==> src/sv/iir4_pkg.sv <==
// Shared types, codes and the step schedule of the fourth-order IIR filter.
// Used by the register bank, the controller, the datapath and the top level.
// Depends on nothing.
`default_nettype none

package iir4_pkg;

    // Field and datapath widths.
    localparam int SAMPLE_W   = 24;
    localparam int COEF_W     = 32;
    localparam int FRAC_W     = 28;
    localparam int STATE_W    = 64;
    localparam int WIDE_W     = 96;
    localparam int MUL_W      = 33;
    localparam int CFG_IDX_W  = 3;
    localparam int CFG_DATA_W = 64;

    // Sequencer length: one step for each entry of the schedule below.
    localparam int NUM_STEPS = 15;
    localparam int STEP_W    = $clog2(NUM_STEPS);

    // Configuration register indexes.
    localparam logic [CFG_IDX_W-1:0] REG_COEF_B0_B1    = 3'd0;
    localparam logic [CFG_IDX_W-1:0] REG_COEF_B2_B3    = 3'd1;
    localparam logic [CFG_IDX_W-1:0] REG_COEF_B4       = 3'd2;
    localparam logic [CFG_IDX_W-1:0] REG_COEF_A1_A2    = 3'd3;
    localparam logic [CFG_IDX_W-1:0] REG_COEF_A3_A4    = 3'd4;
    localparam logic [CFG_IDX_W-1:0] REG_INITIAL_D0_D1 = 3'd5;
    localparam logic [CFG_IDX_W-1:0] REG_INITIAL_D2_D3 = 3'd6;

    // Coefficient select codes for the shared multiplier.
    localparam logic [3:0] COEF_B0 = 4'd0;
    localparam logic [3:0] COEF_B1 = 4'd1;
    localparam logic [3:0] COEF_B2 = 4'd2;
    localparam logic [3:0] COEF_B3 = 4'd3;
    localparam logic [3:0] COEF_B4 = 4'd4;
    localparam logic [3:0] COEF_A1 = 4'd5;
    localparam logic [3:0] COEF_A2 = 4'd6;
    localparam logic [3:0] COEF_A3 = 4'd7;
    localparam logic [3:0] COEF_A4 = 4'd8;

    // Second multiplier operand: the sample, or the low or high half of y.
    localparam logic [1:0] OPND_X  = 2'd0;
    localparam logic [1:0] OPND_YL = 2'd1;
    localparam logic [1:0] OPND_YH = 2'd2;

    // Addend of the feed-forward partial sum.
    localparam logic [1:0] SRC_D1   = 2'd0;
    localparam logic [1:0] SRC_D2   = 2'd1;
    localparam logic [1:0] SRC_D3   = 2'd2;
    localparam logic [1:0] SRC_ZERO = 2'd3;

    // Delay element written by a finish operation.
    localparam logic [1:0] DST_D0 = 2'd0;
    localparam logic [1:0] DST_D1 = 2'd1;
    localparam logic [1:0] DST_D2 = 2'd2;
    localparam logic [1:0] DST_D3 = 2'd3;

    // Command word from the controller to the datapath for one step.
    typedef struct packed {
        logic [3:0] coef_sel;
        logic [1:0] opnd_sel;
        logic       acc_y;
        logic       acc_s;
        logic [1:0] s_src;
        logic       acc_lo;
        logic       acc_hi;
        logic       fin;
        logic [1:0] fin_dst;
        logic       last;
    } cmd_t;

    // Status from the datapath back to the controller.
    typedef struct packed {
        logic out_free;
    } status_t;

    // Contents of the configuration registers.
    typedef struct packed {
        logic [CFG_DATA_W-1:0] b0_b1;
        logic [CFG_DATA_W-1:0] b2_b3;
        logic [COEF_W-1:0]     b4;
        logic [CFG_DATA_W-1:0] a1_a2;
        logic [CFG_DATA_W-1:0] a3_a4;
        logic [CFG_DATA_W-1:0] init_d0_d1;
        logic [CFG_DATA_W-1:0] init_d2_d3;
    } cfg_t;

    // Step schedule. Steps 0 to 12 each start one multiply, and steps 1 to 13 each retire
    // the product started in the step before it. A coefficient-by-y product takes two
    // passes (low then high half of y) that meet in the wide accumulator.
    function automatic cmd_t step_cmd(input logic [STEP_W-1:0] step);
        cmd_t c;
        c = '0;
        unique case (step)
            4'd0: begin
                c.coef_sel = COEF_B0; c.opnd_sel = OPND_X;
            end
            4'd1: begin
                c.acc_y = 1'b1;
                c.coef_sel = COEF_B1; c.opnd_sel = OPND_X;
            end
            4'd2: begin
                c.acc_s = 1'b1; c.s_src = SRC_D1;
                c.coef_sel = COEF_A1; c.opnd_sel = OPND_YL;
            end
            4'd3: begin
                c.acc_lo = 1'b1;
                c.coef_sel = COEF_A1; c.opnd_sel = OPND_YH;
            end
            4'd4: begin
                c.acc_hi = 1'b1;
                c.coef_sel = COEF_B2; c.opnd_sel = OPND_X;
            end
            4'd5: begin
                c.fin = 1'b1; c.fin_dst = DST_D0;
                c.acc_s = 1'b1; c.s_src = SRC_D2;
                c.coef_sel = COEF_A2; c.opnd_sel = OPND_YL;
            end
            4'd6: begin
                c.acc_lo = 1'b1;
                c.coef_sel = COEF_A2; c.opnd_sel = OPND_YH;
            end
            4'd7: begin
                c.acc_hi = 1'b1;
                c.coef_sel = COEF_B3; c.opnd_sel = OPND_X;
            end
            4'd8: begin
                c.fin = 1'b1; c.fin_dst = DST_D1;
                c.acc_s = 1'b1; c.s_src = SRC_D3;
                c.coef_sel = COEF_A3; c.opnd_sel = OPND_YL;
            end
            4'd9: begin
                c.acc_lo = 1'b1;
                c.coef_sel = COEF_A3; c.opnd_sel = OPND_YH;
            end
            4'd10: begin
                c.acc_hi = 1'b1;
                c.coef_sel = COEF_B4; c.opnd_sel = OPND_X;
            end
            4'd11: begin
                c.fin = 1'b1; c.fin_dst = DST_D2;
                c.acc_s = 1'b1; c.s_src = SRC_ZERO;
                c.coef_sel = COEF_A4; c.opnd_sel = OPND_YL;
            end
            4'd12: begin
                c.acc_lo = 1'b1;
                c.coef_sel = COEF_A4; c.opnd_sel = OPND_YH;
            end
            4'd13: begin
                c.acc_hi = 1'b1;
            end
            4'd14: begin
                c.fin = 1'b1; c.fin_dst = DST_D3;
                c.last = 1'b1;
            end
            default: begin
                c = '0;
            end
        endcase
        return c;
    endfunction

endpackage

`default_nettype wire

==> src/sv/iir4_cfg_regs.sv <==
// Configuration register bank of the fourth-order IIR filter.
// Depends on iir4_pkg for the register indexes and the cfg_t layout.
`default_nettype none

module iir4_cfg_regs (
    input  wire logic                                aclk,
    input  wire logic                                aresetn,
    input  wire logic                                cfg_valid,
    output logic                                     cfg_ready,
    input  wire logic [iir4_pkg::CFG_IDX_W-1:0]      cfg_index,
    input  wire logic [iir4_pkg::CFG_DATA_W-1:0]     cfg_data,
    output iir4_pkg::cfg_t                           regs
);

    iir4_pkg::cfg_t regs_reg;
    iir4_pkg::cfg_t regs_next;

    // Writes are always taken; an index past the list is dropped.
    assign cfg_ready = 1'b1;
    assign regs      = regs_reg;

    // Register write decode.
    always_comb begin
        regs_next = regs_reg;
        if (cfg_valid) begin
            unique case (cfg_index)
                iir4_pkg::REG_COEF_B0_B1:    regs_next.b0_b1      = cfg_data;
                iir4_pkg::REG_COEF_B2_B3:    regs_next.b2_b3      = cfg_data;
                iir4_pkg::REG_COEF_B4:
                    regs_next.b4 = cfg_data[iir4_pkg::COEF_W-1:0];
                iir4_pkg::REG_COEF_A1_A2:    regs_next.a1_a2      = cfg_data;
                iir4_pkg::REG_COEF_A3_A4:    regs_next.a3_a4      = cfg_data;
                iir4_pkg::REG_INITIAL_D0_D1: regs_next.init_d0_d1 = cfg_data;
                iir4_pkg::REG_INITIAL_D2_D3: regs_next.init_d2_d3 = cfg_data;
                default:                     regs_next            = regs_reg;
            endcase
        end
    end

    always_ff @(posedge aclk) begin
        if (!aresetn) begin
            regs_reg <= '0;
        end else begin
            regs_reg <= regs_next;
        end
    end

endmodule

`default_nettype wire

==> config.mk <==
export PLATFORM = sky130hd
export DESIGN_NAME = iir4_cfg_regs
export DESIGN_NICKNAME = d
export VERILOG_FILES = /design/src/sv/iir4_pkg.sv /design/src/sv/iir4_cfg_regs.sv
export SDC_FILE = /design/constraint.sdc
export NUM_CORES = 1
export LEC_CHECK = 0
export BUFFER_PORTS_ARGS = -buffer_cell sky130_fd_sc_hd__buf_2
export CORE_AREA = 2 2 192 194
export CTS_CLUSTER_DIAMETER = 40
export CTS_CLUSTER_SIZE = 14
export DETAILED_ROUTE_END_ITERATION = 10
export DIE_AREA = 0 0 194 196
export PLACE_DENSITY = 0.66
export SYNTH_ARGS = -nofsm -noshare
export SYNTH_HDL_FRONTEND = slang
export SYNTH_SLANG_ARGS = --single-unit
==> constraint.sdc <==
create_clock -name aclk -period 1.4 [get_ports aclk]
set_input_delay 0.21 -clock aclk [delete_from_list [all_inputs] [get_ports aclk]]
set_output_delay 0.21 -clock aclk [all_outputs]
set_load 0.02 [all_outputs]
==> flow_metrics.tcl <==
set metrics [dict create \
    place_hpwl_um 31500 \
    synth-seq-cells 416 \
    p_leak_nw 11.3 \
    vias_per_cell 4.90 \
    synth-xor-area-share 0 \
    gp_congestion 0.821 \
    synth_simple_gate_area_share 0.124 \
    hold_viol_final 0 \
    grt_max_degree 42 \
    num_io_pins 487 \
    root_buffer "clkbuf_16" \
    portBuffers 485 \
    final_common_cell "buf_2" \
    track_usage 0.227 \
    setup_viol 0 \
    crit_path_top_delay_cell "dfxtp_1" \
    nFillCells 3181 \
    area_growth_pct 33.3 \
    h-tree-depth 2 \
    cap_violations 0 \
    cts_setup_buffers 0 \
    ir_drop_mv 1.05 \
    die_h_um 196 \
    multiInputGateArea_um2 6100 \
    clock_latency_ns 0.58 \
    cp_top_family "flip-flops" \
    crit_fanout 2 \
    dpl.cell_count 2348 \
    cts.path.max_buffers 3 \
    cp-endpoint "regs[355]" \
    yosys_warnings 0 \
    cp_data_required_time_ns 1.19 \
    reg2reg_slack_ns 0.75 \
    layout_common_cells "482 x buf_2, 479 x nand2_1, 416 x mux2i_1, 416 x dfxtp_1, 53 x buf_4" \
    wl_per_cell_um 18.3 \
    p_per_area_nw_per_um2 1410 \
    synth_cells 1420 \
    routed_wl_um 44600 \
    core_region_area_um2 36100 \
    synth_top_family_by_area "multiplexers" \
    syn-num-nets 1490 \
    die-area_um2 38000 \
    rr_worst_depth 2 \
    fmax_mhz 747 \
    fp-row-count 70 \
    hp-class "primary input to flip-flop" \
    r2r_end "regs[120]$_SDFFE_PN0P_" \
    synth-compound-area-share 0 \
    synthAdderAreaFrac 0 \
    cts.sinks 416 \
    die_w_um 194 \
    crit_start "regs[355]$_SDFFE_PN0P_" \
    clkTransAtPathRegs_ns 0.05 \
    synth-seq-area-share 0.549 \
    r2r-start "regs[120]$_SDFFE_PN0P_" \
    drive_gt1_frac 0.332 \
    syn_avg_cell_area_um2 10.7 \
    drc_errors 0 \
    cts_made_buffers 51 \
    start_util 0.420 \
    end_kind "output port" \
    area.sequential_um2 8330 \
    netlist_area_um2 15200 \
    holdPathStages 3 \
    status "finished clean" \
    stdcell_count 2445 \
    place_ws_ns -0.0429 \
    critPathMaxStageDelay_ns 0.36 \
    grt_remaining_overflow 0 \
    grt_pass1_vias 11900 \
    slew_viol_final 0 \
    worstSetupStartpointType "flip-flop" \
    layout.nets 2006 \
    crit_type "flip-flop to output port" \
    tns_ns 0 \
    grt_pass1_wl_um 68100 \
    fin_crit_sh 0.957 \
    muxShareOfSynthArea 0.274 \
    crit_arrival_ns 1.13 \
    fin_ws_ns 0.0608 \
    drt-initial-drc-count 419 \
    vias 12000 \
    cp_num_buf_inv 1 \
    crit_chain "buf_2" \
    antenna_left 0 \
    clock_skew_ns 0 \
    ys_types 12 \
    antenna_found_initial 3 \
    min_period_ns 1.34 \
    cp.depth 1 \
    drtPass1Iterations 6 \
    cts_tree "built" \
    largest_reg_flops 416 \
    rsz0062_at_grt "false" \
]
==> logic make-up (layout without fill, tap and decap cells) <==
| family | count (synthesis) | in the layout |
|---|---|---|
| buffers and inverters | 100 | 655 |
| muxes | 416 | 416 |
| DFF | 416 | 416 |
| and+or+nand+nor | 487 | 487 |
| other | 1 | 3 |
==> what timing repair did <==
| item | 4_1_cts | 5_1_grt |
|---|---|---|
| hold buffers | 3 | 0 |
| endpoints found under the hold margin | 9 | 0 |
| endpoints found under the setup margin | 1 | 2 |
| gates cloned | 0 | 0 |
| gates resized for setup | 1 | 2 |
| pin swaps | 0 | 0 |
==> layer usage <==
layer | global-route usage | share of wire
met1 | 0.270 | 0.42
met2 | 0.383 | 0.48
met3 | 0.0586 | 0.062
met4 | 0.106 | 0.038
met5 | 0 | 0.00029
==> worst min-delay path by stage <==
stage	startpoint	endpoint	slack (ns)
finish	cfg_data[32]	regs[96]$_SDFFE_PN0P_	0.04
global route	cfg_data[34]	regs[162]$_SDFFE_PN0P_	0.04
CTS	cfg_data[53]	regs[245]$_SDFFE_PN0P_	0.006
detailed placement	regs[402]$_SDFFE_PN0P_	regs[402]$_SDFFE_PN0P_	0.45
global placement	regs[411]$_SDFFE_PN0P_	regs[411]$_SDFFE_PN0P_	0.44
floorplan	cfg_data[36]	regs[100]$_SDFFE_PN0P_	0.45
==> stage by stage <==
stage / area, um^2 / hold WS (ns) / utilization / power (mW)
finish: 20200 / 0.0397 / 0.560 / 28.5
global route: 20200 / 0.0444 / 0.560 / 29.3
CTS: 20200 / 0.00648 / 0.560 / 28.7
detailed placement: 18300 / 0.446 / 0.508 / 14.4
global placement: 18300 / 0.439 / 0.508 / 14.4
floorplan: 15200 / 0.453 / - / 13.6
==> synthesized netlist by cell type <==
cell         n  area [um^2]
buf_12       7          140
buf_2       32          160
buf_4        9         67.6
buf_6       30          338
clkbuf_1    22         82.6
conb_1       1         3.75
dfxtp_1    416         8330
mux2i_1    416         4160
nand2_1    480         1800
nand4b_1     3         26.3
nand4bb_1    3         33.8
nor4b_4      1         23.8
==> where the power goes <==
part | leakage [nW] | switching (mW) | internal [mW]
clock | 0.918 | 5.38 | 8.92
sequential | 3.37 | 0.131 | 12.1
combinational | 7.02 | 1.26 | 0.691
==> cell type report <==
class	instances	share of cell area
clock inverter	35	0.0254
multi-input combinational	904	0.302
antenna	2	0.000247
tap	468	0.0290
sequential	416	0.412
timing repair buffer	563	0.165
clock buffer	57	0.0668
No activity file was read; power rests on OpenSTA's default activity.
