===== src/sv/iir4_pkg.sv =====
// Shared types, codes and the step schedule of the fourth-order IIR filter.
// Used by the register bank, the controller, the datapath and the top level.
// Depends on nothing.
`default_nettype none

package iir4_pkg;

    // Field and datapath widths.
    localparam int SAMPLE_W   = 24;
    localparam int COEF_W     = 32;
    localparam int FRAC_W     = 28;
    localparam int STATE_W    = 64;
    localparam int WIDE_W     = 96;
    localparam int MUL_W      = 33;
    localparam int CFG_IDX_W  = 3;
    localparam int CFG_DATA_W = 64;

    // Sequencer length: one step for each entry of the schedule below.
    localparam int NUM_STEPS = 15;
    localparam int STEP_W    = $clog2(NUM_STEPS);

    // Configuration register indexes.
    localparam logic [CFG_IDX_W-1:0] REG_COEF_B0_B1    = 3'd0;
    localparam logic [CFG_IDX_W-1:0] REG_COEF_B2_B3    = 3'd1;
    localparam logic [CFG_IDX_W-1:0] REG_COEF_B4       = 3'd2;
    localparam logic [CFG_IDX_W-1:0] REG_COEF_A1_A2    = 3'd3;
    localparam logic [CFG_IDX_W-1:0] REG_COEF_A3_A4    = 3'd4;
    localparam logic [CFG_IDX_W-1:0] REG_INITIAL_D0_D1 = 3'd5;
    localparam logic [CFG_IDX_W-1:0] REG_INITIAL_D2_D3 = 3'd6;

    // Coefficient select codes for the shared multiplier.
    localparam logic [3:0] COEF_B0 = 4'd0;
    localparam logic [3:0] COEF_B1 = 4'd1;
    localparam logic [3:0] COEF_B2 = 4'd2;
    localparam logic [3:0] COEF_B3 = 4'd3;
    localparam logic [3:0] COEF_B4 = 4'd4;
    localparam logic [3:0] COEF_A1 = 4'd5;
    localparam logic [3:0] COEF_A2 = 4'd6;
    localparam logic [3:0] COEF_A3 = 4'd7;
    localparam logic [3:0] COEF_A4 = 4'd8;

    // Second multiplier operand: the sample, or the low or high half of y.
    localparam logic [1:0] OPND_X  = 2'd0;
    localparam logic [1:0] OPND_YL = 2'd1;
    localparam logic [1:0] OPND_YH = 2'd2;

    // Addend of the feed-forward partial sum.
    localparam logic [1:0] SRC_D1   = 2'd0;
    localparam logic [1:0] SRC_D2   = 2'd1;
    localparam logic [1:0] SRC_D3   = 2'd2;
    localparam logic [1:0] SRC_ZERO = 2'd3;

    // Delay element written by a finish operation.
    localparam logic [1:0] DST_D0 = 2'd0;
    localparam logic [1:0] DST_D1 = 2'd1;
    localparam logic [1:0] DST_D2 = 2'd2;
    localparam logic [1:0] DST_D3 = 2'd3;

    // Command word from the controller to the datapath for one step.
    typedef struct packed {
        logic [3:0] coef_sel;
        logic [1:0] opnd_sel;
        logic       acc_y;
        logic       acc_s;
        logic [1:0] s_src;
        logic       acc_lo;
        logic       acc_hi;
        logic       fin;
        logic [1:0] fin_dst;
        logic       last;
    } cmd_t;

    // Status from the datapath back to the controller.
    typedef struct packed {
        logic out_free;
    } status_t;

    // Contents of the configuration registers.
    typedef struct packed {
        logic [CFG_DATA_W-1:0] b0_b1;
        logic [CFG_DATA_W-1:0] b2_b3;
        logic [COEF_W-1:0]     b4;
        logic [CFG_DATA_W-1:0] a1_a2;
        logic [CFG_DATA_W-1:0] a3_a4;
        logic [CFG_DATA_W-1:0] init_d0_d1;
        logic [CFG_DATA_W-1:0] init_d2_d3;
    } cfg_t;

    // Step schedule. Steps 0 to 12 each start one multiply, and steps 1 to 13 each retire
    // the product started in the step before it. A coefficient-by-y product takes two
    // passes (low then high half of y) that meet in the wide accumulator.
    function automatic cmd_t step_cmd(input logic [STEP_W-1:0] step);
        cmd_t c;
        c = '0;
        unique case (step)
            4'd0: begin
                c.coef_sel = COEF_B0; c.opnd_sel = OPND_X;
            end
            4'd1: begin
                c.acc_y = 1'b1;
                c.coef_sel = COEF_B1; c.opnd_sel = OPND_X;
            end
            4'd2: begin
                c.acc_s = 1'b1; c.s_src = SRC_D1;
                c.coef_sel = COEF_A1; c.opnd_sel = OPND_YL;
            end
            4'd3: begin
                c.acc_lo = 1'b1;
                c.coef_sel = COEF_A1; c.opnd_sel = OPND_YH;
            end
            4'd4: begin
                c.acc_hi = 1'b1;
                c.coef_sel = COEF_B2; c.opnd_sel = OPND_X;
            end
            4'd5: begin
                c.fin = 1'b1; c.fin_dst = DST_D0;
                c.acc_s = 1'b1; c.s_src = SRC_D2;
                c.coef_sel = COEF_A2; c.opnd_sel = OPND_YL;
            end
            4'd6: begin
                c.acc_lo = 1'b1;
                c.coef_sel = COEF_A2; c.opnd_sel = OPND_YH;
            end
            4'd7: begin
                c.acc_hi = 1'b1;
                c.coef_sel = COEF_B3; c.opnd_sel = OPND_X;
            end
            4'd8: begin
                c.fin = 1'b1; c.fin_dst = DST_D1;
                c.acc_s = 1'b1; c.s_src = SRC_D3;
                c.coef_sel = COEF_A3; c.opnd_sel = OPND_YL;
            end
            4'd9: begin
                c.acc_lo = 1'b1;
                c.coef_sel = COEF_A3; c.opnd_sel = OPND_YH;
            end
            4'd10: begin
                c.acc_hi = 1'b1;
                c.coef_sel = COEF_B4; c.opnd_sel = OPND_X;
            end
            4'd11: begin
                c.fin = 1'b1; c.fin_dst = DST_D2;
                c.acc_s = 1'b1; c.s_src = SRC_ZERO;
                c.coef_sel = COEF_A4; c.opnd_sel = OPND_YL;
            end
            4'd12: begin
                c.acc_lo = 1'b1;
                c.coef_sel = COEF_A4; c.opnd_sel = OPND_YH;
            end
            4'd13: begin
                c.acc_hi = 1'b1;
            end
            4'd14: begin
                c.fin = 1'b1; c.fin_dst = DST_D3;
                c.last = 1'b1;
            end
            default: begin
                c = '0;
            end
        endcase
        return c;
    endfunction

endpackage

`default_nettype wire


===== src/sv/iir4_ctrl.sv =====
// Sequencer of the fourth-order IIR filter: accepts a word and steps the
// datapath through the schedule. Depends on iir4_pkg for cmd_t and step_cmd.
`default_nettype none

module iir4_ctrl (
    input  wire logic                    aclk,
    input  wire logic                    aresetn,
    input  wire logic                    s_valid,
    output logic                         s_ready,
    input  wire iir4_pkg::status_t       status,
    output logic                         start,
    output logic                         step_en,
    output iir4_pkg::cmd_t               cmd
);

    localparam logic ST_IDLE = 1'b0;
    localparam logic ST_RUN  = 1'b1;

    logic                          state_reg;
    logic                          state_next;
    logic [iir4_pkg::STEP_W-1:0]   step_reg;
    logic [iir4_pkg::STEP_W-1:0]   step_next;

    // A new word is taken whenever no sample is in progress.
    assign s_ready = (state_reg == ST_IDLE);
    assign start   = s_valid && s_ready;
    assign cmd     = iir4_pkg::step_cmd(step_reg);

    // The final step holds until the output register can take the result.
    assign step_en = (state_reg == ST_RUN) && (!cmd.last || status.out_free);

    // Next-state logic.
    always_comb begin
        state_next = state_reg;
        step_next  = step_reg;
        unique case (state_reg)
            ST_IDLE: begin
                if (start) begin
                    state_next = ST_RUN;
                    step_next  = '0;
                end
            end
            ST_RUN: begin
                if (step_en) begin
                    if (cmd.last) begin
                        state_next = ST_IDLE;
                    end else begin
                        step_next = step_reg + 1'b1;
                    end
                end
            end
        endcase
    end

    always_ff @(posedge aclk) begin
        if (!aresetn) begin
            state_reg <= ST_IDLE;
            step_reg  <= '0;
        end else begin
            state_reg <= state_next;
            step_reg  <= step_next;
        end
    end

    // A sample always begins at the first step of the schedule.
    a_start_first_step: assert property (@(posedge aclk) disable iff (!aresetn)
        start |=> (state_reg == ST_RUN) && (step_reg == '0))
        else $error("sequencer did not begin at step zero");

    // The step counter never runs past the schedule.
    a_step_in_range: assert property (@(posedge aclk) disable iff (!aresetn)
        (state_reg == ST_RUN) |-> (step_reg < iir4_pkg::STEP_W'(iir4_pkg::NUM_STEPS)))
        else $error("step counter ran past the schedule");

    // A held step keeps its place.
    a_hold_step: assert property (@(posedge aclk) disable iff (!aresetn)
        ((state_reg == ST_RUN) && !step_en) |=>
            ((state_reg == ST_RUN) && $stable(step_reg)))
        else $error("held step did not keep its place");

endmodule

`default_nettype wire


===== config.mk =====
export PLATFORM = sky130hd
export DESIGN_NAME = iir4_ctrl
export DESIGN_NICKNAME = d
export VERILOG_FILES = /design/src/sv/iir4_pkg.sv /design/src/sv/iir4_ctrl.sv
export SDC_FILE = /design/constraint.sdc
export NUM_CORES = 1
export LEC_CHECK = 0
export BUFFER_PORTS_ARGS = -buffer_cell sky130_fd_sc_hd__buf_4
export CORE_MARGIN = 1.5
export CORE_UTILIZATION = 40
export DETAILED_ROUTE_END_ITERATION = 16
export MAX_ROUTING_LAYER = met4
export PLACE_DENSITY = 0.66
export SLEW_MARGIN = 15
export SYNTH_ARGS = -nofsm -noshare
export SYNTH_HDL_FRONTEND = slang
export SYNTH_SLANG_ARGS = --single-unit

===== constraint.sdc =====
create_clock -name aclk -period 1.7 [get_ports aclk]
set_clock_uncertainty 0.2 [all_clocks]
set_input_delay 0.17 -clock aclk [delete_from_list [all_inputs] [get_ports aclk]]
set_output_delay 0.17 -clock aclk [all_outputs]
set_load 0.03 [all_outputs]

==> out/metrics.csv <==
metric,value,unit
status,finished with violations,
violations,setup timing,
largest_reg_flops,4,
nNetsFinal,130,
synth-edff-count,0,
r2r_end,step_reg[2],
crit_family,compound AO/OA/AOI/OAI gates,
setup.worst_path.start,step_reg[0],
synth_flop_cell,dfxtp_1,
routed_wl,2.10,mm
clock_path_buffers,2,
hold_viol,0,
cp_max_fo,7,
pin_count,23,
max_freq,526,MHz
pre_cts_slack,-0.0487,ns
path_cells,"inv_6, ha_4, nor2_1, o21ai_0, o21a_1, buf_6",
post-dp-hpwl,1.22,mm
min-delay-start,aresetn,
placedInstanceArea,856,µm²
die-area,1610,µm²
insertion_delay,0.24,ns
async_reset_ff_share,0,%
ir_drop,0.000374,V
die_y,40.2,µm
track_usage,26.7,%
final_core_util,88.9,%
fin_crit_sh,112,%
stdcell_count,136,
syn-instance-count,80,
ys_types,30,
period_needed,1.90,ns
ys_ff_latch,5,
worstMarginPinSlew,0.294,ns
rr_startpoint,step_reg[0],
path_clk_slew,0.04,ns
tritoncts,yes,
crit_type,reg -> out,
rsz0062_at_grt,yes,
wl_per_cell,15.4,µm
numCtsBuffers,3,
clock-root-buffer,clkbuf_4,
worstRegToRegCells,8,
min_path_type,in -> reg,
area_delta_synth_final,109,%
drc,0,
dr.pass1.iters,4,
grt_antenna_before_repair,0,
die-width,40.2,µm
grt_pass1_vias,655,
vias_per_cell,5.35,
antenna_cells,0,
power_density,369,nW/µm²
dpl.cell_count,126,
core_region_area,1300,µm²
avgSynthCellArea,6.91,µm²
rows,13,
synth_warnings,0,
cp.buffers_inverters,2,
syn_area,553,µm²
setup_ws,-0.203,ns
dr_total_vias,728,
maxCapViolations,0,
grt_pass1_wl,2.79,mm
synth_nets,88,
start_kind,flip-flop,
grt_max_degree,10,
crit_arrival,1.53,ns
drive_above_1_share,68.6,%
h-tree-depth,1,
yosysSeqAreaShare,18.1,%
ant_nets,0,
grt.overflow.total,0,
start_util,42.5,%
relSlewSlack,80.4,%
hold_depth,3,
io_buffers,22,
power_leakage,0.000499,µW
cts_sinks,5,
setup_viol,15,
routabilityCongestion,0.706,
worstPathRequired,1.33,ns
power.total,427,µW
drt_iter0_markers,6,
ff2ff_setup_slack,0.08,ns
slowest_delay,0.38,ns
holdPathEnd,step_reg[0],
finalMaxSlewViolations,0,
design_area,1160,µm²
cp-end-kind,primary output,
slowest_stage,dfxtp_4,
[what timing repair did]
| item | CTS | global route |
|---|---|---|
| setup buffers | 3 | 3 |
| endpoints found under the hold margin | 1 | 0 |
| gates resized for setup | 45 | 14 |
| pin swaps | 9 | 10 |
| hold buffers | 1 | 0 |
| endpoints found under the setup margin | 19 | 17 |
[cells in the final DEF (no fill, tap or decap), types with 2 or more instances in the layout]
master,instances
buf_4,26
buf_6,16
nand2_1,6
nor2_1,5
a21oi_1,4
ha_4,4
inv_2,3
inv_1,3
a21oi_2,3
o21ai_1,3
nor2_2,3
clkbuf_4,3
dfxtp_4,3
nand2b_4,2
inv_4,2
o21ai_2,2
nor3_4,2
o21ai_0,2
o22ai_1,2
[power breakdown]
part           total (µW)  internal, µW  leakage (µW)  switching, µW
Combinational         160          73.1      0.000440           87.1
Sequential            130           119     0.0000436           11.0
Clock                 136          88.7     0.0000150           47.6
Total                 427           281      0.000499            146
[cell type report]
cell class,instances,area (µm²)
multi-input cells,60,571
inverters,9,43.8
flip-flops and latches,5,113
well taps,15,18.8
repair buffers,43,385
fillers,62,144
clock buffers,4,26.3
[logic make-up (layout without fill, tap and decap cells)]
| family | count (synthesis) | count (layout) | share of synthesized area [%] |
|---|---|---|---|
| flops | 5 | 5 | 18.1 |
| simple gates | 29 | 29 | 26.5 |
| mux | 1 | 1 | 1.81 |
| compound gates | 26 | 26 | 31.0 |
| buf+inv | 15 | 56 | 13.6 |
| fa+ha+maj | 4 | 4 | 9.05 |
[worst max path at each step]
| stage | to | cells after the start |
|---|---|---|
| finish | cmd[14] | 6 |
| detailed placement | cmd[13] | 5 |
| floorplan | cmd[10] | 5 |
| global route | cmd[14] | 6 |
| CTS | cmd[13] | 5 |
| global placement | cmd[13] | 5 |
[cell usage after synthesis (2+ instances only)]
cell type  instances  area [µm²]
nand2_1            8        30.0
buf_6              2        22.5
inv_2              2        7.51
dfxtp_1            5         100
nand2b_1           3        18.8
ha_1               4        50.1
nor2_1             7        26.3
o21ai_0            7        35.0
inv_1              7        26.3
o22ai_1            3        18.8
a21oi_1            8        40.0
nor3_1             3        15.0
buf_2              3        15.0
nor2b_1            2        12.5
[metrics by stage]
stage	setup TNS, ns	hold slack, ns
after floorplan	-0.456	0.0773
after global placement	-0.141	0.180
after CTS	-1.05	0.00928
final	-1.51	0.0266
after global routing	-2.27	0.0342
after detailed placement	-0.108	0.180
[per-layer routing]
| metal | global-route usage (%) | part of all wire, % | vias to the layer above |
|---|---|---|---|
| li1 | - | - | 359 |
| met1 | 26.9 | 40 | 342 |
| met2 | 48.4 | 55 | 23 |
| met3 | 1.67 | 3.3 | 4 |
| met4 | 19.2 | 1.6 | 0 |
| met5 | - | 0 | - |
[worst reg2reg max path: stages, from the launching register on]
cell and delay (ns):
dfxtp_4 0.38, inv_6 0.08, ha_4 0.22, buf_6 0.13, nand3_4 0.09, inv_4 0.07, buf_4 0.11, nor2_2 0.03
a311oi_2 0.21
Note: power is estimated with default switching activity, not from simulation.
