## src/sv/iir4_pkg.sv

```systemverilog
// Shared types, codes and the step schedule of the fourth-order IIR filter.
// Used by the register bank, the controller, the datapath and the top level.
// Depends on nothing.
`default_nettype none

package iir4_pkg;

    // Field and datapath widths.
    localparam int SAMPLE_W   = 24;
    localparam int COEF_W     = 32;
    localparam int FRAC_W     = 28;
    localparam int STATE_W    = 64;
    localparam int WIDE_W     = 96;
    localparam int MUL_W      = 33;
    localparam int CFG_IDX_W  = 3;
    localparam int CFG_DATA_W = 64;

    // Sequencer length: one step for each entry of the schedule below.
    localparam int NUM_STEPS = 15;
    localparam int STEP_W    = $clog2(NUM_STEPS);

    // Configuration register indexes.
    localparam logic [CFG_IDX_W-1:0] REG_COEF_B0_B1    = 3'd0;
    localparam logic [CFG_IDX_W-1:0] REG_COEF_B2_B3    = 3'd1;
    localparam logic [CFG_IDX_W-1:0] REG_COEF_B4       = 3'd2;
    localparam logic [CFG_IDX_W-1:0] REG_COEF_A1_A2    = 3'd3;
    localparam logic [CFG_IDX_W-1:0] REG_COEF_A3_A4    = 3'd4;
    localparam logic [CFG_IDX_W-1:0] REG_INITIAL_D0_D1 = 3'd5;
    localparam logic [CFG_IDX_W-1:0] REG_INITIAL_D2_D3 = 3'd6;

    // Coefficient select codes for the shared multiplier.
    localparam logic [3:0] COEF_B0 = 4'd0;
    localparam logic [3:0] COEF_B1 = 4'd1;
    localparam logic [3:0] COEF_B2 = 4'd2;
    localparam logic [3:0] COEF_B3 = 4'd3;
    localparam logic [3:0] COEF_B4 = 4'd4;
    localparam logic [3:0] COEF_A1 = 4'd5;
    localparam logic [3:0] COEF_A2 = 4'd6;
    localparam logic [3:0] COEF_A3 = 4'd7;
    localparam logic [3:0] COEF_A4 = 4'd8;

    // Second multiplier operand: the sample, or the low or high half of y.
    localparam logic [1:0] OPND_X  = 2'd0;
    localparam logic [1:0] OPND_YL = 2'd1;
    localparam logic [1:0] OPND_YH = 2'd2;

    // Addend of the feed-forward partial sum.
    localparam logic [1:0] SRC_D1   = 2'd0;
    localparam logic [1:0] SRC_D2   = 2'd1;
    localparam logic [1:0] SRC_D3   = 2'd2;
    localparam logic [1:0] SRC_ZERO = 2'd3;

    // Delay element written by a finish operation.
    localparam logic [1:0] DST_D0 = 2'd0;
    localparam logic [1:0] DST_D1 = 2'd1;
    localparam logic [1:0] DST_D2 = 2'd2;
    localparam logic [1:0] DST_D3 = 2'd3;

    // Command word from the controller to the datapath for one step.
    typedef struct packed {
        logic [3:0] coef_sel;
        logic [1:0] opnd_sel;
        logic       acc_y;
        logic       acc_s;
        logic [1:0] s_src;
        logic       acc_lo;
        logic       acc_hi;
        logic       fin;
        logic [1:0] fin_dst;
        logic       last;
    } cmd_t;

    // Status from the datapath back to the controller.
    typedef struct packed {
        logic out_free;
    } status_t;

    // Contents of the configuration registers.
    typedef struct packed {
        logic [CFG_DATA_W-1:0] b0_b1;
        logic [CFG_DATA_W-1:0] b2_b3;
        logic [COEF_W-1:0]     b4;
        logic [CFG_DATA_W-1:0] a1_a2;
        logic [CFG_DATA_W-1:0] a3_a4;
        logic [CFG_DATA_W-1:0] init_d0_d1;
        logic [CFG_DATA_W-1:0] init_d2_d3;
    } cfg_t;

    // Step schedule. Steps 0 to 12 each start one multiply, and steps 1 to 13 each retire
    // the product started in the step before it. A coefficient-by-y product takes two
    // passes (low then high half of y) that meet in the wide accumulator.
    function automatic cmd_t step_cmd(input logic [STEP_W-1:0] step);
        cmd_t c;
        c = '0;
        unique case (step)
            4'd0: begin
                c.coef_sel = COEF_B0; c.opnd_sel = OPND_X;
            end
            4'd1: begin
                c.acc_y = 1'b1;
                c.coef_sel = COEF_B1; c.opnd_sel = OPND_X;
            end
            4'd2: begin
                c.acc_s = 1'b1; c.s_src = SRC_D1;
                c.coef_sel = COEF_A1; c.opnd_sel = OPND_YL;
            end
            4'd3: begin
                c.acc_lo = 1'b1;
                c.coef_sel = COEF_A1; c.opnd_sel = OPND_YH;
            end
            4'd4: begin
                c.acc_hi = 1'b1;
                c.coef_sel = COEF_B2; c.opnd_sel = OPND_X;
            end
            4'd5: begin
                c.fin = 1'b1; c.fin_dst = DST_D0;
                c.acc_s = 1'b1; c.s_src = SRC_D2;
                c.coef_sel = COEF_A2; c.opnd_sel = OPND_YL;
            end
            4'd6: begin
                c.acc_lo = 1'b1;
                c.coef_sel = COEF_A2; c.opnd_sel = OPND_YH;
            end
            4'd7: begin
                c.acc_hi = 1'b1;
                c.coef_sel = COEF_B3; c.opnd_sel = OPND_X;
            end
            4'd8: begin
                c.fin = 1'b1; c.fin_dst = DST_D1;
                c.acc_s = 1'b1; c.s_src = SRC_D3;
                c.coef_sel = COEF_A3; c.opnd_sel = OPND_YL;
            end
            4'd9: begin
                c.acc_lo = 1'b1;
                c.coef_sel = COEF_A3; c.opnd_sel = OPND_YH;
            end
            4'd10: begin
                c.acc_hi = 1'b1;
                c.coef_sel = COEF_B4; c.opnd_sel = OPND_X;
            end
            4'd11: begin
                c.fin = 1'b1; c.fin_dst = DST_D2;
                c.acc_s = 1'b1; c.s_src = SRC_ZERO;
                c.coef_sel = COEF_A4; c.opnd_sel = OPND_YL;
            end
            4'd12: begin
                c.acc_lo = 1'b1;
                c.coef_sel = COEF_A4; c.opnd_sel = OPND_YH;
            end
            4'd13: begin
                c.acc_hi = 1'b1;
            end
            4'd14: begin
                c.fin = 1'b1; c.fin_dst = DST_D3;
                c.last = 1'b1;
            end
            default: begin
                c = '0;
            end
        endcase
        return c;
    endfunction

endpackage

`default_nettype wire

```

## src/sv/iir4_dp.sv

```systemverilog
// Datapath of the fourth-order IIR filter: shared multiplier, saturating
// adders, wide accumulator, delay elements and the output register.
// Depends on iir4_pkg for widths, codes, cmd_t, status_t and cfg_t.
`default_nettype none

module iir4_dp (
    input  wire logic                                   aclk,
    input  wire logic                                   aresetn,
    input  wire iir4_pkg::cfg_t                         cfg,
    input  wire logic signed [iir4_pkg::SAMPLE_W-1:0]   s_sample,
    input  wire logic                                   s_restart,
    input  wire logic                                   start,
    input  wire logic                                   step_en,
    input  wire iir4_pkg::cmd_t                         cmd,
    output iir4_pkg::status_t                           status,
    output logic                                        m_valid,
    input  wire logic                                   m_ready,
    output logic signed [iir4_pkg::SAMPLE_W-1:0]        m_filtered,
    output logic                                        m_clipped
);

    localparam int SW = iir4_pkg::STATE_W;
    localparam int CW = iir4_pkg::COEF_W;
    localparam int FW = iir4_pkg::FRAC_W;
    localparam int WW = iir4_pkg::WIDE_W;
    localparam int MW = iir4_pkg::MUL_W;
    localparam int XW = iir4_pkg::SAMPLE_W;
    // Integer part of y plus one bit of headroom for the rounding increment.
    localparam int QW = SW - FW + 1;

    localparam logic [SW-1:0] S_MAX = {1'b0, {(SW-1){1'b1}}};
    localparam logic [SW-1:0] S_MIN = {1'b1, {(SW-1){1'b0}}};
    localparam logic signed [QW-1:0] Q_MAX = QW'(signed'(XW'({1'b0, {(XW-1){1'b1}}})));
    localparam logic signed [QW-1:0] Q_MIN = QW'(signed'(XW'({1'b1, {(XW-1){1'b0}}})));

    // Saturating add; the top bit of the result flags saturation.
    function automatic logic [SW:0] sat_add(input logic [SW-1:0] a, input logic [SW-1:0] b);
        logic [SW:0]   sum;
        logic          ovf;
        logic [SW-1:0] res;
        sum = {a[SW-1], a} + {b[SW-1], b};
        ovf = sum[SW] ^ sum[SW-1];
        res = ovf ? (sum[SW] ? S_MIN : S_MAX) : sum[SW-1:0];
        return {ovf, res};
    endfunction

    // Saturating subtract; the top bit of the result flags saturation.
    function automatic logic [SW:0] sat_sub(input logic [SW-1:0] a, input logic [SW-1:0] b);
        logic [SW:0]   dif;
        logic          ovf;
        logic [SW-1:0] res;
        dif = {a[SW-1], a} - {b[SW-1], b};
        ovf = dif[SW] ^ dif[SW-1];
        res = ovf ? (dif[SW] ? S_MIN : S_MAX) : dif[SW-1:0];
        return {ovf, res};
    endfunction

    logic [XW-1:0]  x_reg;
    logic [SW-1:0]  d_reg [4];
    logic [SW-1:0]  y_reg;
    logic [SW-1:0]  s_reg;
    logic [WW-1:0]  acc_reg;
    logic [SW-1:0]  prod_reg;
    logic           sat_reg;
    logic           out_valid_reg;
    logic [XW-1:0]  filtered_reg;
    logic           clipped_reg;

    logic [CW-1:0]         coef_op;
    logic signed [MW-1:0]  mul_a;
    logic signed [MW-1:0]  mul_b;
    logic signed [2*MW-1:0] mul_full;
    logic [SW-1:0]         s_addend;
    logic [SW:0]           y_sum;
    logic [SW:0]           s_sum;
    logic [SW:0]           fin_res;
    logic                  m_fits;
    logic [SW-1:0]         m_val;
    logic                  step_sat;
    logic signed [QW-1:0]  q_val;
    logic                  q_hi;
    logic                  q_lo;
    logic [XW-1:0]         q_sat;
    logic                  out_load;

    // Coefficient select; the first value of a pair sits in the upper half.
    always_comb begin
        unique case (cmd.coef_sel)
            iir4_pkg::COEF_B0: coef_op = cfg.b0_b1[2*CW-1:CW];
            iir4_pkg::COEF_B1: coef_op = cfg.b0_b1[CW-1:0];
            iir4_pkg::COEF_B2: coef_op = cfg.b2_b3[2*CW-1:CW];
            iir4_pkg::COEF_B3: coef_op = cfg.b2_b3[CW-1:0];
            iir4_pkg::COEF_B4: coef_op = cfg.b4;
            iir4_pkg::COEF_A1: coef_op = cfg.a1_a2[2*CW-1:CW];
            iir4_pkg::COEF_A2: coef_op = cfg.a1_a2[CW-1:0];
            iir4_pkg::COEF_A3: coef_op = cfg.a3_a4[2*CW-1:CW];
            iir4_pkg::COEF_A4: coef_op = cfg.a3_a4[CW-1:0];
            default:           coef_op = '0;
        endcase
    end

    // Second operand: the sample, the unsigned low half or the signed high half of y.
    always_comb begin
        unique case (cmd.opnd_sel)
            iir4_pkg::OPND_X:  mul_b = signed'({{(MW-XW){x_reg[XW-1]}}, x_reg});
            iir4_pkg::OPND_YL: mul_b = signed'({1'b0, y_reg[CW-1:0]});
            iir4_pkg::OPND_YH: mul_b = signed'({y_reg[SW-1], y_reg[SW-1:CW]});
            default:           mul_b = '0;
        endcase
    end

    // Shared signed multiplier; every product used here fits in 64 bits.
    assign mul_a    = signed'({coef_op[CW-1], coef_op});
    assign mul_full = mul_a * mul_b;

    // Addend of the feed-forward partial sum.
    always_comb begin
        unique case (cmd.s_src)
            iir4_pkg::SRC_D1:   s_addend = d_reg[1];
            iir4_pkg::SRC_D2:   s_addend = d_reg[2];
            iir4_pkg::SRC_D3:   s_addend = d_reg[3];
            iir4_pkg::SRC_ZERO: s_addend = '0;
        endcase
    end

    assign y_sum = sat_add(prod_reg, d_reg[0]);
    assign s_sum = sat_add(prod_reg, s_addend);

    // Feedback product floored to 28 fractional bits, then saturated to 64 bits.
    assign m_fits  = (&acc_reg[WW-1:SW+FW-1]) || !(|acc_reg[WW-1:SW+FW-1]);
    assign m_val   = m_fits ? acc_reg[SW+FW-1:FW] : (acc_reg[WW-1] ? S_MIN : S_MAX);
    assign fin_res = sat_sub(s_reg, m_val);

    // Saturation raised by the operations of this step.
    assign step_sat = (cmd.acc_y && y_sum[SW]) || (cmd.acc_s && s_sum[SW]) ||
                      (cmd.fin && (!m_fits || fin_res[SW]));

    // Round y to the nearest integer with ties up, then clamp to 24 bits.
    assign q_val = signed'({y_reg[SW-1], y_reg[SW-1:FW]}) +
                   signed'({{(QW-1){1'b0}}, y_reg[FW-1]});
    assign q_hi  = q_val > Q_MAX;
    assign q_lo  = q_val < Q_MIN;
    assign q_sat = q_hi ? Q_MAX[XW-1:0] : (q_lo ? Q_MIN[XW-1:0] : q_val[XW-1:0]);

    assign out_load        = step_en && cmd.last;
    assign status.out_free = !out_valid_reg || m_ready;

    assign m_valid    = out_valid_reg;
    assign m_filtered = signed'(filtered_reg);
    assign m_clipped  = clipped_reg;

    // Sample capture and product register.
    always_ff @(posedge aclk) begin
        if (start) begin
            x_reg <= s_sample;
        end
        prod_reg <= mul_full[SW-1:0];
    end

    // Partial sums and the wide accumulator.
    always_ff @(posedge aclk) begin
        if (step_en) begin
            if (cmd.acc_y) begin
                y_reg <= y_sum[SW-1:0];
            end
            if (cmd.acc_s) begin
                s_reg <= s_sum[SW-1:0];
            end
            if (cmd.acc_lo) begin
                acc_reg <= {{(WW-SW){prod_reg[SW-1]}}, prod_reg};
            end else if (cmd.acc_hi) begin
                acc_reg <= acc_reg + {prod_reg, {(WW-SW){1'b0}}};
            end
        end
    end

    // Delay elements: cleared by reset, loaded on restart, written by finishes.
    always_ff @(posedge aclk) begin
        if (!aresetn) begin
            for (int i = 0; i < 4; i++) begin
                d_reg[i] <= '0;
            end
        end else if (start && s_restart) begin
            d_reg[0] <= {{(SW-CW){cfg.init_d0_d1[2*CW-1]}}, cfg.init_d0_d1[2*CW-1:CW]};
            d_reg[1] <= {{(SW-CW){cfg.init_d0_d1[CW-1]}}, cfg.init_d0_d1[CW-1:0]};
            d_reg[2] <= {{(SW-CW){cfg.init_d2_d3[2*CW-1]}}, cfg.init_d2_d3[2*CW-1:CW]};
            d_reg[3] <= {{(SW-CW){cfg.init_d2_d3[CW-1]}}, cfg.init_d2_d3[CW-1:0]};
        end else if (step_en && cmd.fin) begin
            d_reg[cmd.fin_dst] <= fin_res[SW-1:0];
        end
    end

    // Sticky clip flag for the sample in progress.
    always_ff @(posedge aclk) begin
        if (!aresetn) begin
            sat_reg <= 1'b0;
        end else if (start) begin
            sat_reg <= 1'b0;
        end else if (step_en) begin
            sat_reg <= sat_reg || step_sat;
        end
    end

    // Output register.
    always_ff @(posedge aclk) begin
        if (!aresetn) begin
            out_valid_reg <= 1'b0;
        end else if (out_load) begin
            out_valid_reg <= 1'b1;
        end else if (m_ready) begin
            out_valid_reg <= 1'b0;
        end
        if (out_load) begin
            filtered_reg <= q_sat;
            clipped_reg  <= sat_reg || step_sat || q_hi || q_lo;
        end
    end

    // The output register is loaded only when it is empty or being emptied.
    a_no_overwrite: assert property (@(posedge aclk) disable iff (!aresetn)
        (out_valid_reg && !m_ready) |=> (out_valid_reg && $stable(filtered_reg)))
        else $error("pending result was overwritten");

    // A finished feedback product never leaves the accumulator mid-update.
    a_fin_after_hi: assert property (@(posedge aclk) disable iff (!aresetn)
        (step_en && cmd.fin) |-> !(cmd.acc_lo || cmd.acc_hi))
        else $error("finish overlaps an accumulator update");

    // A new sample is never captured while a result is being loaded.
    a_start_vs_load: assert property (@(posedge aclk) disable iff (!aresetn)
        !(start && out_load))
        else $error("capture and result load in the same cycle");

endmodule

`default_nettype wire

```

## config.mk

```make
export PLATFORM = sky130hd
export DESIGN_NAME = iir4_dp
export DESIGN_NICKNAME = d
export VERILOG_FILES = /design/src/sv/iir4_pkg.sv /design/src/sv/iir4_dp.sv
export SDC_FILE = /design/constraint.sdc
export NUM_CORES = 2
export LEC_CHECK = 0
export BUFFER_PORTS_ARGS = -buffer_cell sky130_fd_sc_hd__buf_2
export CAP_MARGIN = 20
export CORE_MARGIN = 3
export CORE_UTILIZATION = 46
export CTS_CLUSTER_DIAMETER = 150
export CTS_CLUSTER_SIZE = 30
export DETAILED_ROUTE_END_ITERATION = 6
export PLACE_DENSITY_LB_ADDON = 0.25
export SLEW_MARGIN = 20
export SYNTH_ARGS = -nofsm -noshare
export SYNTH_HDL_FRONTEND = slang
export SYNTH_SLANG_ARGS = --single-unit
```

## constraint.sdc

```tcl
create_clock -name aclk -period 13 [get_ports aclk]
set_input_delay 1.3 -clock aclk [delete_from_list [all_inputs] [get_ports aclk]]
set_output_delay 1.3 -clock aclk [all_outputs]
set_load 0.05 [all_outputs]
```

==> metrics.yaml <==
outcome:
  outcome: "finished with violations"
  violations: "design-rule violations"
synthesis:
  syn_area_um2: 75900
  syn_nets: 10200
  netlist_instances: 8186
  netlist_top_cells_count: "inv_1, fa_1, nand2_1"
  synth_top_area_frac: 0.292
  synth_seq_cells: 567
  yosys.area.top_type: "fa_1"
  avgSynthCellArea_um2: 9.27
  yosys.cell_count.top_type: "inv_1"
  synth_enable_flop_cells: 501
  yosysSeqAreaShare: 0.216
  synth-main-ff-cell: "edfxtp_1"
  synthArstFlopShare: 0
  ys_warn_count: 0
  ys_top_cells_by_area: "fa_1, edfxtp_1, ha_1, inv_1, nand2_1"
  ys_types: 105
cells_and_area:
  fin_cells: 10600
  drive_gt1_frac: 0.0970
  area_growth_syn_to_layout_pct: 7.23
  largest_reg_flops: 256
  nets: 10400
  design_area_um2: 81400
  regArea_um2: 16400
  fillers: 15400
  multi_input_area_um2: 53800
sta:
  hold_viol: 0
  worst_pin_slew_ns: 1.31
  finalClockSkew_ns: 0.0326
  fin_crit_sh: 0.917
  fin_crit_ns: 11.92
  setup_tns_ns: 0
  rsz0062_at_grt: "no"
  slew_headroom: 0.126
  drv_slew: 0
  fmax_ghz: 0.0839
  setup_viol: 0
floorplan:
  row_count: 148
  core_um2: 163000
  die-area_um2: 170000
  initial_core_util: 0.465
  fp.dieW_um: 412
  fp.dieH_um: 412
  num_io_pins: 489
critical_path:
  path_common_cell: "fa_1"
  arrival_ns: 12.42
  worstSetupEndpointType: "flip-flop"
  cp-start-kind: "primary input"
  cpPeakStageDelay_ns: 0.87
  r2r_slack_ns: 2.75
  r2r_cells: 26
  cp.required_ns: 13.50
  critPathKind: "in2reg"
  worstPathMaxFanout: 18
  cp_slowest_cell: "nor4_1"
  r2r-start: "x_reg[23]"
  r2r-end: "prod_reg[58]"
placed_design:
  place_congestion: 0.991
  dp.cells: 10500
  port-buffer-count: 488
  dpl-instance-area_um2: 80700
  hpwl_um: 226000
global_route:
  grt_max_degree: 83
  grt_pass1_wl_um: 412000
  grt_pass1_vias: 63800
  track_usage: 0.323
  grt-ovfl-total: 0
  grt_antenna_before_repair: 24
detailed_routing:
  wl_per_cell_um: 26.1
  drtIter0Drc: 6053
  ant_nets: 0
  drc: 13
  vias: 63000
  routed_via_density: 5.94
  first_pass_iters: 7
  drt_wl_total_um: 276000
cts:
  clk_path_buf_depth: 3
  htree_num_levels: 1
  ctsRootBufferMaster: "clkbuf_16"
  clk_transition_reported_paths_ns: 0.12
  clock_latency_ns: 0.64
  cts_setup_buffers: 0
  cts_buffers: 22
  cts_resized: 0
  cts_tree: "yes"
  cts_hold_buffers: 0
  clkSinkCount: 567
min_path:
  hold_path.class: "reg2reg"
  min_to: "m_valid"
  min_path_cells: 2
  min-delay-start: "m_valid"
run:
  maxCapViolCount: 0
==> cell usage in the layout, fill, tap and decap left out, types with 61 or more instances in the layout <==
master / instances
xor2_1: 151
dfxtp_1: 66
a22o_1: 129
nand3_1: 94
a21oi_1: 487
buf_4: 156
o21ai_0: 471
edfxtp_1: 501
xnor2_1: 173
and2_1: 83
nor2_1: 665
o21ai_1: 102
nand4_1: 90
buf_2: 487
inv_1: 1108
fa_1: 1107
nand2_1: 850
mux2i_1: 116
a21o_1: 202
nand2b_1: 61
ha_1: 441
a22oi_1: 79
==> critical path, delay by kind of cell <==
kind / cells / cell delay [ns]
buf+inv: 9 / 1.49
simple gates: 6 / 2.61
fa+ha+maj: 9 / 4.41
compound gates: 9 / 2.40
xor+xnor: 1 / 0.15
==> routing by layer <==
layer / global-route usage / wire length, um
met5: 0 / 71
met3: 0.0533 / 24100
met1: 0.432 / 110000
met2: 0.516 / 126000
met4: 0.147 / 15800
==> through the flow <==
| step | hold WS, ns | setup WS (ns) | utilization |
|---|---|---|---|
| after floorplan | 0.563 | 2.31 | - |
| after global placement | 0.484 | 0.283 | 0.494 |
| after detailed placement | 0.494 | 0.498 | 0.494 |
| after CTS | 0.522 | 1.06 | 0.498 |
| after global routing | 0.577 | 0.641 | 0.498 |
| final | 0.520 | 1.08 | 0.498 |
==> cells by family (layout without fill, tap and decap cells) <==
group / Yosys count / after routing / share of synthesized area
AOI/OAI and AO/OA: 1910 / 1910 / 0.160
xor gates and xnor gates: 325 / 325 / 0.0376
adders and majority gates: 1558 / 1558 / 0.366
buffers and inverters: 1569 / 1794 / 0.0785
DFF: 567 / 567 / 0.216
muxes: 126 / 126 / 0.0168
other: 0 / 12 / 0
and+or+nand+nor: 2131 / 2131 / 0.125
==> final cells by class <==
type,count,area share
repair buffers,645,0.0447
diodes,12,0.000369
multi-input cells,6050,0.661
clock buffers,39,0.00781
inverters,1109,0.0512
flip-flops and latches,567,0.201
clock inverters,1,0.0000615
well taps,2175,0.0334
==> how the worst max path moves through the flow <==
| stage | end | start | slack (ns) |
|---|---|---|---|
| 3_5_place_dp | prod_reg[58] | cmd[15] | 0.50 |
| 2_1_floorplan | prod_reg[63] | cmd[12] | 2.31 |
| 3_3_place_gp | prod_reg[58] | cmd[15] | 0.28 |
| 4_1_cts | prod_reg[58] | cmd[15] | 1.06 |
| 6_report | prod_reg[58] | cmd[15] | 1.08 |
| 5_1_grt | prod_reg[58] | cmd[15] | 0.64 |
Power is left out: the tool's default activity adds up to more than one toggle a clock period on the data nets, which glitch-free logic cannot reach.
